[src/rtl/pps_pkg.sv]
// ----------------------------------------------------------------------------
// pps_pkg: shared constants of the priority scheduler
// Widths, event codes and command codes used by the cell and the core.
// ----------------------------------------------------------------------------
`default_nettype none
package pps_pkg;
	localparam int MAX_TASKS_DEF = 16;
	localparam int TIME_BITS_DEF = 16;
	localparam int ID_W = 8;
	localparam int PRIO_W = 8;
	localparam int ORD_W = 8;
	localparam int FIELD_W = 16;
	localparam int EV_W = 3;

	localparam logic [EV_W-1:0] EV_ACCEPT = 3'd0;
	localparam logic [EV_W-1:0] EV_REJECT = 3'd1;
	localparam logic [EV_W-1:0] EV_IDLE = 3'd2;
	localparam logic [EV_W-1:0] EV_RAN = 3'd3;
	localparam logic [EV_W-1:0] EV_DONE = 3'd4;

	localparam logic CMD_SUBMIT = 1'b0;
	localparam logic CMD_TICK = 1'b1;
endpackage
`default_nettype wire

[src/rtl/pps_cell.sv]
// ----------------------------------------------------------------------------
// pps_cell: one task slot of the scheduler chain
// Holds one task; on a scan it compares itself with the running best candidate
// handed in by the core (the best of the cells scanned before) and passes the winner on.
// ----------------------------------------------------------------------------
`default_nettype none
module pps_cell #(
	parameter int TIME_BITS = pps_pkg::TIME_BITS_DEF,
	parameter int IDX_W = 4
) (
	input  wire                          clk,
	input  wire                          arst_n,
	input  wire [IDX_W-1:0]              my_idx,
	// write of a new task
	input  wire                          wr_en,
	input  wire [pps_pkg::ID_W-1:0]      wr_id,
	input  wire [TIME_BITS-1:0]          wr_arr,
	input  wire [pps_pkg::FIELD_W-1:0]   wr_len,
	input  wire [pps_pkg::PRIO_W-1:0]    wr_prio,
	input  wire [pps_pkg::ORD_W-1:0]     wr_ord,
	// scan step: release check and compare
	input  wire                          scan_en,
	input  wire [TIME_BITS-1:0]          now,
	input  wire [pps_pkg::ORD_W-1:0]     sub_cnt,
	input  wire                          in_hit,
	input  wire [IDX_W-1:0]              in_idx,
	input  wire [pps_pkg::PRIO_W-1:0]    in_prio,
	input  wire [TIME_BITS-1:0]          in_rel,
	input  wire [pps_pkg::ORD_W-1:0]     in_age,
	output logic                         out_hit,
	output logic [IDX_W-1:0]             out_idx,
	output logic [pps_pkg::PRIO_W-1:0]   out_prio,
	output logic [TIME_BITS-1:0]         out_rel,
	output logic [pps_pkg::ORD_W-1:0]    out_age,
	// service of the picked slot
	input  wire                          svc_en,
	input  wire                          svc_done,
	output logic                         valid,
	output logic [pps_pkg::ID_W-1:0]     id,
	output logic [TIME_BITS-1:0]         arr,
	output logic [pps_pkg::FIELD_W-1:0]  len,
	output logic [pps_pkg::FIELD_W-1:0]  left,
	output logic [TIME_BITS-1:0]         first
);
	logic rel_q, srv_q;
	logic [pps_pkg::PRIO_W-1:0] prio_q;
	logic [TIME_BITS-1:0] relt_q;
	logic [pps_pkg::ORD_W-1:0] ord_q;
	logic rel_now, ready, better;
	logic [TIME_BITS-1:0] my_rel;
	logic [pps_pkg::ORD_W-1:0] my_age;

	assign rel_now = valid && !rel_q && (arr <= now);
	assign ready = valid && (rel_q || rel_now);
	assign my_rel = rel_q ? relt_q : now;
	assign my_age = sub_cnt - ord_q;

	always_comb begin
		if (!in_hit) better = 1'b1;
		else if (prio_q != in_prio) better = prio_q < in_prio;
		else if (my_rel != in_rel) better = my_rel < in_rel;
		else better = my_age < in_age;
	end

	always_comb begin
		if (ready && better) begin
			out_hit = 1'b1;
			out_idx = my_idx;
			out_prio = prio_q;
			out_rel = my_rel;
			out_age = my_age;
		end else begin
			out_hit = in_hit;
			out_idx = in_idx;
			out_prio = in_prio;
			out_rel = in_rel;
			out_age = in_age;
		end
	end

	always_ff @(posedge clk or negedge arst_n) begin
		if (!arst_n) begin
			valid <= 1'b0;
			rel_q <= 1'b0;
			srv_q <= 1'b0;
		end else if (wr_en) begin
			valid <= 1'b1;
			rel_q <= 1'b0;
			srv_q <= 1'b0;
		end else if (svc_en && svc_done) begin
			valid <= 1'b0;
			rel_q <= 1'b0;
			srv_q <= 1'b0;
		end else begin
			if (scan_en && rel_now) rel_q <= 1'b1;
			if (svc_en) srv_q <= 1'b1;
		end
	end

	always_ff @(posedge clk) begin
		if (wr_en) begin
			id <= wr_id;
			arr <= wr_arr;
			len <= wr_len;
			left <= wr_len;
			prio_q <= wr_prio;
			ord_q <= wr_ord;
		end else begin
			if (scan_en && rel_now) relt_q <= now;
			if (svc_en) begin
				left <= left - 1'b1;
				if (!srv_q) first <= now;
			end
		end
	end
endmodule
`default_nettype wire

[src/rtl/preemptive_priority_scheduler_core.sv]
// ----------------------------------------------------------------------------
// preemptive_priority_scheduler_core: preemptive priority task scheduler
// Task table as a chain of slot cells, scanned one cell per cycle per tick.
// ----------------------------------------------------------------------------
// A submit transaction presents its result in the cycle after it is accepted.
// A tick transaction walks the cell chain one slot per cycle, then passes
// through a service state and an output state before its result appears.
// The next input is taken only once the result transaction is done, so a
// new input is never accepted while a transaction is in flight. One result
// transaction is produced per input transaction, held in an output register.
`default_nettype none
module preemptive_priority_scheduler_core #(
	parameter int MAX_TASKS = pps_pkg::MAX_TASKS_DEF,
	parameter int TIME_BITS = pps_pkg::TIME_BITS_DEF
) (
	input  wire         clk,
	input  wire         arst_n,
	input  wire         s_tvalid,
	output logic        s_tready,
	// command[0], task_id[8:1], arrival_time[24:9], duration[40:25],
	// priority_req[48:41], zero fill up to bit 55
	input  wire [55:0]  s_tdata,
	output logic        m_tvalid,
	input  wire         m_tready,
	// event_res[2:0], proc_id[10:3], finish_time[26:11], turnaround[42:27],
	// waiting[58:43], response[74:59], zero fill up to bit 79
	output logic [79:0] m_tdata
);
	localparam int IDX_W = $clog2(MAX_TASKS);
	localparam int CNT_W = $clog2(MAX_TASKS + 1);
	localparam logic [TIME_BITS-1:0] TMAX = {TIME_BITS{1'b1}};

	typedef enum logic [3:0] {
		ST_IDLE = 4'b0001,
		ST_SCAN = 4'b0010,
		ST_SERV = 4'b0100,
		ST_OUT  = 4'b1000
	} state_t;

	typedef struct packed {
		logic                       hit;
		logic [IDX_W-1:0]           idx;
		logic [pps_pkg::PRIO_W-1:0] prio;
		logic [TIME_BITS-1:0]       rel;
		logic [pps_pkg::ORD_W-1:0]  age;
	} best_t;

	state_t state_q;
	logic [CNT_W-1:0] cnt_q;
	best_t best_q, best_n;
	logic [TIME_BITS-1:0] now_q;
	logic [pps_pkg::ORD_W-1:0] sub_q;
	logic [79:0] res_q;
	logic full_q;

	logic cmd;
	logic [pps_pkg::ID_W-1:0] in_id;
	logic [pps_pkg::FIELD_W-1:0] in_arr, in_dur;
	logic [pps_pkg::PRIO_W-1:0] in_prio;
	assign cmd = s_tdata[0];
	assign in_id = s_tdata[8:1];
	assign in_arr = s_tdata[24:9];
	assign in_dur = s_tdata[40:25];
	assign in_prio = s_tdata[48:41];

	logic [MAX_TASKS-1:0] v_w, wr_w, scan_w, svc_w;
	logic [pps_pkg::ID_W-1:0] id_w [MAX_TASKS];
	logic [TIME_BITS-1:0] arr_w [MAX_TASKS];
	logic [TIME_BITS-1:0] first_w [MAX_TASKS];
	logic [pps_pkg::FIELD_W-1:0] len_w [MAX_TASKS];
	logic [pps_pkg::FIELD_W-1:0] left_w [MAX_TASKS];
	best_t bo_w [MAX_TASKS];

	// lowest free slot
	logic free_any;
	logic [IDX_W-1:0] free_idx;
	always_comb begin
		free_any = 1'b0;
		free_idx = '0;
		for (int i = MAX_TASKS - 1; i >= 0; i--) begin
			if (!v_w[i]) begin
				free_any = 1'b1;
				free_idx = IDX_W'(i);
			end
		end
	end

	logic acc_in, do_submit, done_w, in_scan, in_serv;
	logic [IDX_W-1:0] scan_idx, pk;
	assign s_tready = (state_q == ST_IDLE) && !m_tvalid;
	assign acc_in = s_tvalid && s_tready;
	assign do_submit = acc_in && (cmd == pps_pkg::CMD_SUBMIT) && free_any && (in_dur != '0);
	assign in_scan = state_q == ST_SCAN;
	assign in_serv = (state_q == ST_SERV) && best_q.hit;
	assign scan_idx = cnt_q[IDX_W-1:0];
	assign pk = best_q.idx;
	assign done_w = left_w[pk] == 16'd1;

	always_comb begin
		best_n = bo_w[scan_idx];
	end

	for (genvar g = 0; g < MAX_TASKS; g++) begin : g_cell
		assign wr_w[g] = do_submit && (free_idx == IDX_W'(g));
		assign scan_w[g] = in_scan && (scan_idx == IDX_W'(g));
		assign svc_w[g] = in_serv && (pk == IDX_W'(g));
		pps_cell #(.TIME_BITS(TIME_BITS), .IDX_W(IDX_W)) u_cell (
			.clk(clk), .arst_n(arst_n), .my_idx(IDX_W'(g)),
			.wr_en(wr_w[g]), .wr_id(in_id), .wr_arr(TIME_BITS'(in_arr)),
			.wr_len(in_dur), .wr_prio(in_prio), .wr_ord(sub_q),
			.scan_en(scan_w[g]), .now(now_q), .sub_cnt(sub_q),
			.in_hit(best_q.hit), .in_idx(best_q.idx), .in_prio(best_q.prio),
			.in_rel(best_q.rel), .in_age(best_q.age),
			.out_hit(bo_w[g].hit), .out_idx(bo_w[g].idx), .out_prio(bo_w[g].prio),
			.out_rel(bo_w[g].rel), .out_age(bo_w[g].age),
			.svc_en(svc_w[g]), .svc_done(done_w),
			.valid(v_w[g]), .id(id_w[g]), .arr(arr_w[g]), .len(len_w[g]),
			.left(left_w[g]), .first(first_w[g])
		);
	end

	// metrics of the completing task
	logic [TIME_BITS-1:0] fin, tat, rsp, frst;
	logic [TIME_BITS:0] wt_full;
	assign fin = (now_q == TMAX) ? now_q : now_q + 1'b1;
	assign tat = fin - arr_w[pk];
	assign wt_full = {1'b0, tat} - {1'b0, TIME_BITS'(len_w[pk])};
	assign frst = (left_w[pk] == len_w[pk]) ? now_q : first_w[pk];
	assign rsp = frst - arr_w[pk];

	always_ff @(posedge clk or negedge arst_n) begin
		if (!arst_n) begin
			state_q <= ST_IDLE;
			cnt_q <= '0;
			best_q <= '0;
			now_q <= '0;
			sub_q <= '0;
			res_q <= '0;
			m_tvalid <= 1'b0;
			full_q <= 1'b0;
		end else begin
			if (m_tvalid && m_tready) m_tvalid <= 1'b0;
			unique case (state_q)
				ST_IDLE: begin
					if (acc_in) begin
						if (cmd == pps_pkg::CMD_TICK) begin
							state_q <= ST_SCAN;
							cnt_q <= '0;
							best_q <= '0;
						end else begin
							m_tvalid <= 1'b1;
							res_q <= {77'd0, do_submit ? pps_pkg::EV_ACCEPT
								: pps_pkg::EV_REJECT};
							if (do_submit) sub_q <= sub_q + 1'b1;
						end
					end
				end
				ST_SCAN: begin
					best_q <= best_n;
					if (cnt_q == CNT_W'(MAX_TASKS - 1)) state_q <= ST_SERV;
					cnt_q <= cnt_q + 1'b1;
				end
				ST_SERV: begin
					if (now_q != TMAX) now_q <= now_q + 1'b1;
					state_q <= ST_OUT;
					if (!best_q.hit) res_q <= {77'd0, pps_pkg::EV_IDLE};
					else if (done_w)
						res_q <= {5'd0, 16'(rsp), wt_full[TIME_BITS] ? 16'd0
							: 16'(wt_full[TIME_BITS-1:0]), 16'(tat), 16'(fin),
							id_w[pk], pps_pkg::EV_DONE};
					else res_q <= {69'd0, id_w[pk], pps_pkg::EV_RAN};
				end
				ST_OUT: begin
					m_tvalid <= 1'b1;
					state_q <= ST_IDLE;
				end
				default: state_q <= ST_IDLE;
			endcase
			full_q <= &v_w;
		end
	end

	assign m_tdata = res_q;

	a_one_state: assert property (@(posedge clk) disable iff (!arst_n) $onehot(state_q))
		else $error("state not one-hot");
	a_no_accept_busy: assert property (@(posedge clk) disable iff (!arst_n)
		(state_q != ST_IDLE) |-> !s_tready) else $error("ready while busy");
	a_full_reject: assert property (@(posedge clk) disable iff (!arst_n)
		(full_q && &v_w) |-> !do_submit) else $error("submit into full table");
endmodule
`default_nettype wire
[config.mk]
export PLATFORM = sky130hd
export DESIGN_NAME = preemptive_priority_scheduler_core
export DESIGN_NICKNAME = d
export VERILOG_FILES = /design/src/rtl/pps_pkg.sv /design/src/rtl/pps_cell.sv /design/src/rtl/preemptive_priority_scheduler_core.sv
export SDC_FILE = /design/constraint.sdc
export NUM_CORES = 2
export LEC_CHECK = 0
export ABC_CLOCK_PERIOD_IN_PS = 14000
export BUFFER_PORTS_ARGS = -buffer_cell sky130_fd_sc_hd__buf_2
export CORE_ASPECT_RATIO = 0.5
export CORE_MARGIN = 2
export CORE_UTILIZATION = 51
export CTS_CLUSTER_DIAMETER = 150
export DETAILED_ROUTE_END_ITERATION = 10
export HOLD_SLACK_MARGIN = 0.05
export MAX_ROUTING_LAYER = met4
export PLACE_DENSITY = 0.67
export SYNTH_ARGS = -nofsm -noshare
export SYNTH_HDL_FRONTEND = slang
export SYNTH_SLANG_ARGS = --single-unit
[constraint.sdc]
create_clock -name clk -period 14 [get_ports clk]
set_input_delay 0 -clock clk [delete_from_list [all_inputs] [get_ports clk]]
set_output_delay 0 -clock clk [all_outputs]
set_load 0.02 [all_outputs]
==> flow_metrics.env <==
export IMPL_synthArstFlopShare_pct=10.44
export IMPL_die_w_um=640.0
export IMPL_reg2reg_from="now_q[0]"
export IMPL_met1_usage_pct=42.85
export IMPL_ant_nets=0
export IMPL_whs_path_depth=2
export IMPL_finalPower_mw=16.08
export IMPL_grt_first_pass_wirelength_um=483100
export IMPL_n_fill_cell=16287
export IMPL_post_route_drc_count=0
export IMPL_synth_area_leaders="edfxtp_1 (48%), ha_1 (11%), mux4_2 (7.3%)"
export IMPL_synth_top_cells_by_count="edfxtp_1 (1664), ha_1 (933), nand2_1 (694)"
export IMPL_drt_iter0_markers=9219
export IMPL_ys_flop_type="edfxtp_1"
export IMPL_wirelength_um=334900
export IMPL_h_tree_depth=4
export IMPL_worstPathArrival_ns=8.29
export IMPL_dpl_instance_area_um2=107700
export IMPL_syn_inst=8138
export IMPL_max_clock_freq_ghz=0.1328
export IMPL_place_gp_congestion=0.9910
export IMPL_fin_worst_skew_ns=0.07641
export IMPL_use_met2_pct=50.32
export IMPL_status="complete, but fails checks"
export IMPL_rsz0062_at_grt="no"
export IMPL_worst_slack_ns=6.473
export IMPL_grt_busiest_layer="met2"
export IMPL_clk_latency_ns=0.86
export IMPL_synth_top_area_cell="edfxtp_1"
export IMPL_regToRegSetupSlack_ns=6.47
export IMPL_crit_slowest_cell="dfrtp_2"
export IMPL_ys_seq_area_share_pct=53.15
export IMPL_ys_types=81
export IMPL_area_growth_pct=10.43
export IMPL_required_ns=14.76
export IMPL_overflow=0
export IMPL_antenna_found_initial=14
export IMPL_chipHeight_um=322.0
export IMPL_syn_area_um2=103100
export IMPL_whs_ns=0.1074
export IMPL_tightest_slew_ns=1.598
export IMPL_grtUsageMet3_pct=7.747
export IMPL_crit_start="now_q[0]"
export IMPL_grt_pass1_vias=70723
export IMPL_design_area_um2=113900
export IMPL_io_pins=142
export IMPL_cts_root_buf="clkbuf_16"
export IMPL_synth_top_area_share_pct=48.45
export IMPL_crit_path_frequent_cell="and3_1"
export IMPL_path_class="flop to flop"
export IMPL_worstHoldPathType="input port to flop"
export IMPL_critical_path_top_delay_family="compound AO/OA/AOI/OAI gates"
export IMPL_ys_seq_elements=1858
export IMPL_cts_buffer_depth=4
export IMPL_tns_ns=0
export IMPL_slew_headroom_pct=-6.533
export IMPL_path_buf_inv=0
export IMPL_cts_tree="done"
export IMPL_cts_made_buffers=178
export IMPL_grt_max_degree=91
export IMPL_clkTransAtPathRegs_ns=0.07
export IMPL_ir_drop_v=0.00009567
export IMPL_yosysMostFrequentCell="edfxtp_1"
export IMPL_avgRoutedWirePerCell_um=29.89
export IMPL_cp_max_fo=30
export IMPL_dp_slack_ns=6.503
export IMPL_r2r_cells=25
export IMPL_reg2reg_to="m_tdata[46]"
export IMPL_hold_viol_final=0
export IMPL_rows=116
export IMPL_cts_sinks=1858
export IMPL_core_area_um2=200400
export IMPL_fin_crit_sh_pct=53.77
export IMPL_drive_above_1_share_pct=12.81
export IMPL_via_count=73085
export IMPL_dp_hpwl_um=232900
export IMPL_synth_edff_count=1664
export IMPL_setup_violations=0
export IMPL_dieArea_um2=206100
export IMPL_num_nets_final=9355
export IMPL_start_util_pct=51.46
export IMPL_maxCapViolations=0
export IMPL_avgSynthCellArea_um2=12.67
export IMPL_p_leak_nw=41.69
export IMPL_vias_per_cell=6.523
export IMPL_final_max_slew_viol_count=1
export IMPL_violations="max-slew violations"
export IMPL_fin_crit_ns=7.527
export IMPL_drt_pass1_iterations=6
export IMPL_min_from="s_tdata[1]"
export IMPL_track_usage_pct=33.20
export IMPL_power_density_nw_per_um2=141.1
export IMPL_synth_warnings=0
export IMPL_startpoint_type="flop"
export IMPL_numPortBuffers=129
export IMPL_critPathCaptureType="flop"
export IMPL_max_stage_delay_ns=0.84
export IMPL_post_cts_resized=0
export IMPL_whs_endpoint="g_cell[13].u_cell.id[0]"
-- worst max path at each step --
stage	cells past startpoint	to	slack, ns
6_report	25	m_tdata[46]	6.47
5_1_grt	26	m_tdata[51]	5.83
4_1_cts	21	m_tdata[74]	6.50
3_5_place_dp	21	m_tdata[74]	6.50
3_3_place_gp	21	m_tdata[74]	6.49
2_1_floorplan	27	m_tdata[58]	7.35
-- final cells by class --
type | count | area, um^2 | share of cell area (%)
sequential | 1858 | 54840 | 48.14
antenna | 13 | 32.53 | 0.02856
clock buffer | 215 | 4705 | 4.130
timing repair buffer | 399 | 2870 | 2.520
inverter | 359 | 1364 | 1.197
multi-input combinational | 5547 | 45810 | 40.22
tap | 2714 | 3396 | 2.981
clock inverter | 100 | 890.9 | 0.7821
-- stage by stage --
step / util (%) / instances
floorplan: - / 8142
global placement: 53.72 / 10819
detailed placement: 53.72 / 10819
CTS: 56.81 / 11192
global route: 56.82 / 11201
finish: 56.83 / 11205
-- power breakdown --
part | switching (mW) | total (mW) | internal, mW
Sequential | 0.140 | 6.32 | 6.18
Combinational | 3.19 | 4.89 | 1.70
Clock | 2.22 | 4.86 | 2.64
-- logic make-up (layout without fill, tap and decap cells) --
group                    Yosys count  after routing  share of synthesized area, %
AO/OA/AOI/OAI                   1883           1883                         12.06
other                              1             18                      0.003636
adder cells (fa/ha/maj)          952            952                         11.69
AND/OR/NAND/NOR                 1901           1901                         8.847
buffers and inverters            737           1073                         2.801
multiplexers                     409            409                         8.073
flip-flops                      1858           1858                         53.15
XOR/XNOR                         397            397                         3.371
-- worst reg2reg max path, stage by stage (launching register included) --
cell	delay, ns
dfrtp_2	0.84
ha_1	0.33
and3_1	0.25
and3_1	0.25
and3_1	0.23
and3_1	0.23
and3_1	0.34
nand3_1	0.54
o21ai_0	0.69
ha_1	0.34
nor2b_1	0.12
o21ai_0	0.20
a21boi_0	0.15
o21ai_0	0.24
a21oi_1	0.16
a21oi_1	0.25
o21bai_1	0.09
a21oi_1	0.17
xnor2_1	0.12
ha_1	0.38
nand3_1	0.12
o211ai_1	0.27
a41oi_1	0.21
o21ai_0	0.21
nand2_1	0.35
o31ai_1	0.34
-- state kept, by name, indices dropped and copies added, names as in the netlist, 4 cells and up --
| signal | cells |
|---|---|
| g_cell.u_cell.rel_q | 16 |
| pk | 4 |
| m_tdata | 75 |
| g_cell.u_cell.left | 256 |
| g_cell.u_cell.arr | 256 |
| g_cell.u_cell.ord_q | 128 |
| cnt_q | 5 |
| g_cell.u_cell.relt_q | 256 |
| sub_q | 8 |
| g_cell.u_cell.prio_q | 128 |
| g_cell.u_cell.id | 128 |
| g_cell.u_cell.first | 256 |
| now_q | 16 |
| g_cell.u_cell.len | 256 |
| g_cell.u_cell.srv_q | 16 |
| state_q | 4 |
| best_q | 33 |
| g_cell.u_cell.valid | 16 |
-- per-layer routing --
| metal | part of all wire [%] | wire length (um) |
|---|---|---|
| met3 | 11 | 36100 |
| met1 | 39 | 131100 |
| met2 | 45 | 150500 |
| met5 | 0 | 0 |
| met4 | 5.1 | 17220 |
-- cell usage in the layout, fill, tap and decap left out, types with 47 or more instances in the layout --
| cell | count |
|---|---|
| a221oi_1 | 192 |
| nor3_1 | 120 |
| nor2_1 | 357 |
| a221o_1 | 74 |
| edfxtp_1 | 1664 |
| nor2b_1 | 71 |
| buf_2 | 128 |
| a21o_1 | 219 |
| nand2b_1 | 69 |
| or4_1 | 69 |
| nand4_1 | 154 |
| mux2_2 | 53 |
| clkbuf_16 | 179 |
| dfrtp_1 | 187 |
| mux4_2 | 333 |
| o21ai_0 | 535 |
| or3_1 | 47 |
| ha_1 | 933 |
| xor2_1 | 171 |
| dlygate4sd3_1 | 57 |
| nand2_1 | 689 |
| a21oi_1 | 409 |
| xnor2_1 | 226 |
| a22o_1 | 61 |
| inv_1 | 347 |
| buf_4 | 210 |
| nor4_1 | 65 |
| nand3_1 | 93 |
-- timing repair --
item,CTS,global route
endpoints found under the hold margin,1124,0
buffers inserted,0,0
hold buffers,58,0
Power figures use the tool's default switching activity.
